File: config.mk
export PLATFORM = sky130hd
export DESIGN_NAME = two_channel_block_rms_core
export DESIGN_NICKNAME = d
export VERILOG_FILES = /design/src/sv/tcbrms_pkg.sv /design/src/sv/two_channel_block_rms_core.sv
export SDC_FILE = /design/constraint.sdc
export NUM_CORES = 1
export LEC_CHECK = 0
export BUFFER_PORTS_ARGS = -buffer_cell sky130_fd_sc_hd__buf_2
export CAP_MARGIN = 10
export CORE_MARGIN = 2
export CORE_UTILIZATION = 35
export DETAILED_ROUTE_END_ITERATION = 10
export MAX_ROUTING_LAYER = met4
export PLACE_DENSITY = 0.55
export SYNTH_ARGS = -nofsm -noshare
export SYNTH_HDL_FRONTEND = slang
export SYNTH_SLANG_ARGS = --single-unit
File: constraint.sdc
create_clock -name i_clk -period 19.5 [get_ports i_clk]
set_input_delay 3.9 -clock i_clk [delete_from_list [all_inputs] [get_ports i_clk]]
set_output_delay 3.9 -clock i_clk [all_outputs]
set_load 0.005 [all_outputs]
File: src/sv/tcbrms_pkg.sv
`default_nettype none
package tcbrms_pkg;

    localparam int SAMPLE_W  = 12;
    localparam int RMS_W     = 12;
    localparam int COUNT_W   = 16;
    localparam int SUM_W     = 40;
    localparam int SQ_W      = 2 * SAMPLE_W;
    localparam int ROOT_W    = SUM_W / 2;
    localparam int REM_W     = ROOT_W + 3;
    localparam int CFG_IDX_W = 2;

    localparam int DIV_STEPS  = SUM_W;
    localparam int ROOT_STEPS = ROOT_W;
    localparam int STEP_W     = $clog2(DIV_STEPS);

    localparam logic [SAMPLE_W-1:0] MID_SCALE = SAMPLE_W'(2048);
    localparam logic [COUNT_W-1:0]  COUNT_RST = COUNT_W'(256);

    localparam logic [CFG_IDX_W-1:0] CFG_COUNT_CH0 = CFG_IDX_W'(0);
    localparam logic [CFG_IDX_W-1:0] CFG_COUNT_CH1 = CFG_IDX_W'(1);

endpackage
`default_nettype wire

File: src/sv/two_channel_block_rms_core.sv
// Channel    | Handshake                  | Payload
// sample in  | i_valid / o_ready          | i_sample
// result out | o_valid / i_ready          | o_channel, o_rms
// config     | i_cfg_valid / o_cfg_ready  | i_cfg_index, i_cfg_data
//
// A sample that is added to its channel's sum passes through accept, square and add.
// A sample that closes a block passes through accept, 40 steps of the restoring
// divider, 20 steps of the square root and the load of the output register.
// Divider and square root share one 23-bit subtractor, which does one step per cycle.
// A zero count skips both and goes from accept to the output load. o_ready is high only while idle.
// Reset (i_rst_n low, synchronous) clears sums, counts, the channel toggle and
// sets both configured counts to 256. A result waits in the output register while new
// samples are taken; a second result holds until the first is taken.
`default_nettype none
module two_channel_block_rms_core (
    input  wire                                   i_clk,
    input  wire                                   i_rst_n,
    input  wire                                   i_valid,
    output logic                                  o_ready,
    input  wire  [tcbrms_pkg::SAMPLE_W-1:0]       i_sample,
    output logic                                  o_valid,
    input  wire                                   i_ready,
    output logic                                  o_channel,
    output logic [tcbrms_pkg::RMS_W-1:0]          o_rms,
    input  wire                                   i_cfg_valid,
    output logic                                  o_cfg_ready,
    input  wire  [tcbrms_pkg::CFG_IDX_W-1:0]      i_cfg_index,
    input  wire  [tcbrms_pkg::COUNT_W-1:0]        i_cfg_data
);
    import tcbrms_pkg::*;

    typedef enum logic [5:0] {
        S_IDLE = 6'b000001,
        S_SQR  = 6'b000010,
        S_ACC  = 6'b000100,
        S_DIV  = 6'b001000,
        S_ROOT = 6'b010000,
        S_DONE = 6'b100000
    } t_state;

    t_state               r_state, n_state;
    logic [COUNT_W-1:0]   r_cfg [2];
    logic [COUNT_W-1:0]   r_cnt [2];
    logic [SUM_W-1:0]     r_sum [2];
    logic                 r_chan;
    logic                 r_ch;
    logic [SAMPLE_W-1:0]  r_mag;
    logic [SQ_W-1:0]      r_sq;
    logic [SUM_W-1:0]     r_work;
    logic [COUNT_W-1:0]   r_dvs;
    logic [REM_W-1:0]     r_rem;
    logic [ROOT_W-1:0]    r_root;
    logic [STEP_W-1:0]    r_step;
    logic                 r_out_valid;
    logic                 r_out_ch;
    logic [RMS_W-1:0]     r_out_rms;

    logic [COUNT_W-1:0]   cur_req;
    logic                 below;
    logic [SAMPLE_W-1:0]  mag;
    logic [REM_W-1:0]     sub_a, sub_b;
    logic [REM_W:0]       sub_diff;
    logic                 sub_ge;
    logic                 last_div, last_root, out_free;

    assign cur_req   = r_chan ? r_cfg[1] : r_cfg[0];
    assign below     = r_cnt[r_chan] < cur_req;
    // channel 0 measures distance from mid-scale, channel 1 the raw sample
    assign mag       = r_chan ? i_sample :
                       (i_sample[SAMPLE_W-1] ? {1'b0, i_sample[SAMPLE_W-2:0]}
                                             : MID_SCALE - i_sample);
    assign last_div  = r_step == STEP_W'(DIV_STEPS - 1);
    assign last_root = r_step == STEP_W'(ROOT_STEPS - 1);
    assign out_free  = !r_out_valid || i_ready;

    // shared trial subtractor: divider remainder or root remainder
    always_comb begin
        if (r_state == S_ROOT) begin
            sub_a = {1'b0, r_rem[REM_W-4:0], r_work[SUM_W-1 -: 2]};
            sub_b = {1'b0, r_root, 2'b01};
        end else begin
            sub_a = {(REM_W-COUNT_W-1)'(0), r_rem[COUNT_W-1:0], r_work[SUM_W-1]};
            sub_b = {(REM_W-COUNT_W)'(0), r_dvs};
        end
        sub_diff = {1'b0, sub_a} - {1'b0, sub_b};
        sub_ge   = !sub_diff[REM_W];
    end

    always_comb begin
        n_state = r_state;
        case (r_state)
            S_IDLE: begin
                if (i_valid) begin
                    if (below)
                        n_state = S_SQR;
                    else if (cur_req == '0)
                        n_state = S_DONE;
                    else
                        n_state = S_DIV;
                end
            end
            S_SQR:  n_state = S_ACC;
            S_ACC:  n_state = S_IDLE;
            S_DIV:  if (last_div) n_state = S_ROOT;
            S_ROOT: if (last_root) n_state = S_DONE;
            S_DONE: if (out_free) n_state = S_IDLE;
            default: n_state = S_IDLE;
        endcase
    end

    always_ff @(posedge i_clk) begin
        if (!i_rst_n) begin
            r_state     <= S_IDLE;
            r_cfg[0]    <= COUNT_RST;
            r_cfg[1]    <= COUNT_RST;
            r_cnt[0]    <= '0;
            r_cnt[1]    <= '0;
            r_sum[0]    <= '0;
            r_sum[1]    <= '0;
            r_chan      <= 1'b0;
            r_out_valid <= 1'b0;
        end else begin
            r_state <= n_state;
            if (i_cfg_valid) begin
                case (i_cfg_index)
                    CFG_COUNT_CH0: r_cfg[0] <= i_cfg_data;
                    CFG_COUNT_CH1: r_cfg[1] <= i_cfg_data;
                    default: ;
                endcase
            end
            if (r_out_valid && i_ready)
                r_out_valid <= 1'b0;
            case (r_state)
                S_IDLE: begin
                    if (i_valid) begin
                        r_chan <= ~r_chan;
                        r_ch   <= r_chan;
                        if (below) begin
                            r_mag          <= mag;
                            r_cnt[r_chan]  <= r_cnt[r_chan] + 1'b1;
                        end else begin
                            // latch the block, then clear it for the next one
                            r_work        <= r_sum[r_chan];
                            r_dvs         <= cur_req;
                            r_cnt[r_chan] <= '0;
                            r_sum[r_chan] <= '0;
                            r_rem         <= '0;
                            r_root        <= '0;
                            r_step        <= '0;
                        end
                    end
                end
                S_SQR: r_sq <= r_mag * r_mag;
                S_ACC: r_sum[r_ch] <= r_sum[r_ch] + {(SUM_W-SQ_W)'(0), r_sq};
                S_DIV: begin
                    r_work <= {r_work[SUM_W-2:0], sub_ge};
                    if (last_div) begin
                        r_rem  <= '0;
                        r_step <= '0;
                    end else begin
                        r_rem  <= sub_ge ? sub_diff[REM_W-1:0] : sub_a;
                        r_step <= r_step + 1'b1;
                    end
                end
                S_ROOT: begin
                    r_work <= {r_work[SUM_W-3:0], 2'b00};
                    r_rem  <= sub_ge ? sub_diff[REM_W-1:0] : sub_a;
                    r_root <= {r_root[ROOT_W-2:0], sub_ge};
                    r_step <= r_step + 1'b1;
                end
                S_DONE: begin
                    if (out_free) begin
                        r_out_valid <= 1'b1;
                        r_out_ch    <= r_ch;
                        // saturate roots that outgrow the result field
                        r_out_rms   <= (|r_root[ROOT_W-1:RMS_W]) ? '1 : r_root[RMS_W-1:0];
                    end
                end
                default: ;
            endcase
        end
    end

    assign o_ready     = r_state == S_IDLE;
    assign o_valid     = r_out_valid;
    assign o_channel   = r_out_ch;
    assign o_rms       = r_out_rms;
    assign o_cfg_ready = 1'b1;

endmodule
`default_nettype wire

# Yosys cells after proc, flatten, opt, wreduce, memory -nomap -nowiden
# Memory sizes are Yosys's and may differ from the RTL's. A register that Yosys moved wholly into a read port is not among the register bits.
# Index checks and enable logic that the tools add are counted.
# word_totals
reg_bits	160
latch_bits	0
mem_bits_rw	144
mem_bits_ro	0
input_bits	35
out_inout_bits	16
word_cells	132
mem_count	3
# memory_table
memory	words	word_bits	read_ports	rd_clocked_by_memory_dff	wr	line	rtl
r_sum	2	40	2	2	2	two_channel_block_rms_core.sv:44	logic [SUM_W-1:0] r_sum [2];
r_cfg	2	16	2	0	2	two_channel_block_rms_core.sv:42	logic [COUNT_W-1:0] r_cfg [2];
r_cnt	2	16	1	1	2	two_channel_block_rms_core.sv:43	logic [COUNT_W-1:0] r_cnt [2];
# classes
addsub	5
mul	1
div_mod_pow	0
magnitude_cmp	1
eq_ne	14
shift	0
muxes	69
bitwise	5
n_reduce_logical	21
# ops
cell	n
$mux 40	4
$mux 20	6
$pmux 40 s3	1
$mux 16	5
$reduce_or 40->1	2
$pmux 20 s3	1
$mux 6	9
$mux 22	2
$add 40x24->40	1
$pmux 20 s2	1
$mux 1	36
$pmux 6 s5	1
$mul 12x12->24	1
$mux 12	2
$sub 22x22->23	1
$reduce_and 4->1	5
$pmux 6 s3	1
$add 16x1->16 const B	1
$logic_not 16->1	1
$lt 16x16->1	1
$reduce_or 16->1	1
$eq 6x5->1 const B	2
$eq 6x6->1 const B	2
$sub 12x12->12 const A	1
18 further kinds	28

# Depth between registers and ports, before layout
# An unclocked memory read counts as a cell.
# logic_depth
depth_word	11
depth_mapped	25
depth_no_buf	24

# Worst setup path before layout
# No wires, ideal clock.
# synth_timing
path_kind	input-to-reg
from	in i_valid
to	mem r_sum[1][0] (enable)
setup_ps	577
t_arrival_ps	9260
required_ps	18923
setup_slack_ps	9664
path_stages	4
n_path_buf	0
path_cell_list	nand2_1 > nor2_1 > nand2_1 > o311ai_0
# synth_rtl
item	line	rtl
from (decl)	two_channel_block_rms_core.sv:18	input wire i_valid,
to (decl)	two_channel_block_rms_core.sv:44	

==> impl_results.md <==
- Fin. Hold Viols: 0
- Distinct cells, synth: between 70 and 80
- WL per Instance: 15.6 µm
- Worst Tran Pin Value: approximately 1.1 ns
- Share of post-route cells with drive strength above 1: 0.101
- Yosys reg bits: 305
- Max cap viols: 0
- Total GRT Usage: 0.147
- CTS tree: built
- Multi-input logic area: ~10000 µm²
- Post-synthesis cell count: approximately 1900
- Final ANT Viol Nets: 0
- I/O pins: 51
- Final cycle utilization of the critical path: 0.317
- Routed Wire Length: roughly 42000 µm
- Largest net degree at the start of global routing: 67
- CTS Root Cell: clkbuf_16
- Core area: about 56000 µm²
- Detailed-route via count: ~13000
- Post-CTS setup buffers: 0
- Starting Density: 0.355
- Worst R2R Setup Slack: between 10 and 15 ns
- DRT iter0 DRCs: about 730
- Sequential cell area: 9060 µm²
- Synthesized area: 20100 µm²
- Core Util, Final: 0.394
- CTS Hold Bufs: 0
- Worst skew pair latency: around 0.55 ns
- Avg Inst Size Synth: between 10 and 15 µm²
- First-pass GRT wire length: between 60000 and 70000 µm
- Peak supply drop: about 0.22 mV
- Worst setup EP type: register
- Fillers: around 5400
- Hold Slack: 0.524 ns
- Die H: 243 µm
- Net count after synthesis: ~2100
- Antenna Cells: 0
- Grt total ovfl: 0
- Final nets: 2141
- Vias per inst: ~4.9
- Period minus WS final: slightly above 6 ns
- Detailed-route DRC error count: 0
- Top cells by area, synth: edfxtp_1 (44%), fa_1 (8.3%), ha_1 (7.5%), mux2i_1 (4.2%), nor2_1 (3.7%)
- Area grow syn2layout: 11.1%
- TritonCTS Sinks: a little over 300
- Endpoints failing setup: 0
- Cell taking the most area after synthesis: edfxtp_1
- Post-cts resize count: 0
- Die width: 243 µm
- Outcome: finished, final reports clean
- Max FO, Critical Path: 41
- Detailed placement HPWL: 29500 µm
- CP Launch Type: primary input
- DRT Pass-1 Iters: 5
- Vias in the first global route: roughly 13000
- Max-Slew Margin vs Limit: 0.274
- Clock tree buffer depth: 3
- Fmax: roughly 160 MHz
- Max-slew violation count: 0
- CP Class: in2reg
- Clk slew on worst S/H paths: 0.06 ns
- Ys Warns: 0
- CTS Buf Count: 37
- RSZ-0062 raised after global routing: no
- Port bufs: 49
- Power density cells: 193 nW/µm²
- Share of the synthesized area in the top cell type: 0.442
- GP Congestion: between 0.8 and 0.9
- Clock Skew: between 0.02 and 0.025 ns
- Initial antenna violation count: 0
- H-tree depth: 2
- Worst Hold Class: reg2reg
- CP arrival: 6.35 ns
- Asr flop ratio synth: 0
- Post-synth EDFFs: between 200 and 300
- Die area: 59200 µm²
- Seq/Total Area, Yosys: 0.452
- Row cnt: 87
- Static leakage: around 9 nW
- WP data required: approximately 20 ns
- Total Neg Setup Slack: 0 ns
- Post-synth top flop: edfxtp_1
==> power breakdown <==
part | leakage [nW] | total [W] | internal [W] | switching [W]
combinational | 5.50 | 0.00262 | 0.00112 | 0.00150
clock | 0.557 | 0.000663 | 0.000389 | 0.000274
sequential | 2.95 | 0.00102 | 0.000958 | 0.0000640
==> per-layer routing <==
| layer | global-route usage | wire, µm | up-vias |
|---|---|---|---|
| li1 | - | - | 6575 |
| met1 | 0.196 | 20400 | 6455 |
| met2 | 0.234 | 19300 | 189 |
| met3 | 0.0242 | 1670 | 48 |
| met4 | 0.0316 | 628 | 0 |
| met5 | - | 0 | - |
==> layout by cell type, fill, tap and decap left out, types with 13 or more instances in the layout <==
master,n
buf_4,19
a21o_1,27
a22oi_1,41
and2_1,84
fa_1,83
nor2_1,197
a21oi_1,70
ha_1,121
o21ai_0,70
edfxtp_1,295
mux2i_1,85
nand3_1,24
clkbuf_16,38
buf_2,49
inv_1,197
or2_2,19
and3_1,14
xor2_1,36
nor3_1,15
o21a_1,13
nand2b_1,16
xnor2_1,61
nor2b_1,17
nand2_1,142
mux2_2,37
==> critical path: stages <==
cell      delay, ns
buf_2          0.25
inv_1          0.25
nor4_1         0.80
nand2_1        0.12
buf_4          0.33
o311ai_2       0.14
buf_4          0.53
==> synthesized netlist by cell type (all sizes together), types with 4 or more instances <==
master	number
a211oi	11
a21o	27
a21oi	71
a22oi	41
a31oi	12
and2	84
and3	14
buf	17
clkbuf	56
dfxtp	10
edfxtp	295
fa	83
ha	121
inv	197
mux2	38
mux2i	85
nand2	142
nand2b	16
nand3	25
nand3b	7
nand4	11
nor2	199
nor2b	17
nor3	15
nor4	6
o21a	13
o21ai	75
o21bai	9
o31ai	7
or2	19
or3	4
xnor2	61
xor2	36
==> metrics by stage <==
stage               total power, W  area [µm²]  setup slack (ns)  cells
finish                     0.00430       22300             13.31   2684
global route               0.00473       22300             13.03   2684
CTS                        0.00433       22300             13.30   2684
detailed placement         0.00364       21100             12.74   2619
global placement           0.00358       21100             12.86   2619
floorplan                  0.00310       20100              9.66   1868
==> flip-flops by register name, indices dropped and copies added (netlist names), 6 cells and up, named ones only <==
| name | flops |
|---|---|
| r_sum | 80 |
| r_root | 20 |
| r_step | 6 |
| r_sq | 23 |
| o_rms | 12 |
| r_cnt | 32 |
| r_dvs | 16 |
| r_work | 40 |
| r_rem | 20 |
| r_cfg | 32 |
| r_state | 6 |
| r_mag | 12 |
==> cell families after synthesis <==
group | synth area share
adder cells (fa/ha/maj) | 0.158
AO/OA/AOI/OAI | 0.0980
multiplexers | 0.0640
AND/OR/NAND/NOR | 0.134
XOR/XNOR | 0.0424
other | 0.000187
buffers and inverters | 0.0519
flip-flops | 0.452
==> area by class of cell <==
cell class / count / share of cell area
Clock inverter: 16 / 0.00668
Clock buffer: 49 / 0.0450
Tap cell: 756 / 0.0425
Multi-Input combinational cell: 1293 / 0.449
Inverter: 197 / 0.0332
Sequential cell: 305 / 0.407
Timing Repair Buffer: 68 / 0.0174
==> worst paths after layout <==
| kind | from | endpoint | cells past startpoint |
|---|---|---|---|
| max | i_rst_n | r_sum[1][9] | 7 |
| min | r_root[4] | o_rms[4] | 1 |
| max reg2reg | r_mag[2] | r_sq[23] | 22 |
| min reg2reg | r_root[4] | o_rms[4] | 1 |
No activity file was read; power rests on OpenSTA's default activity.
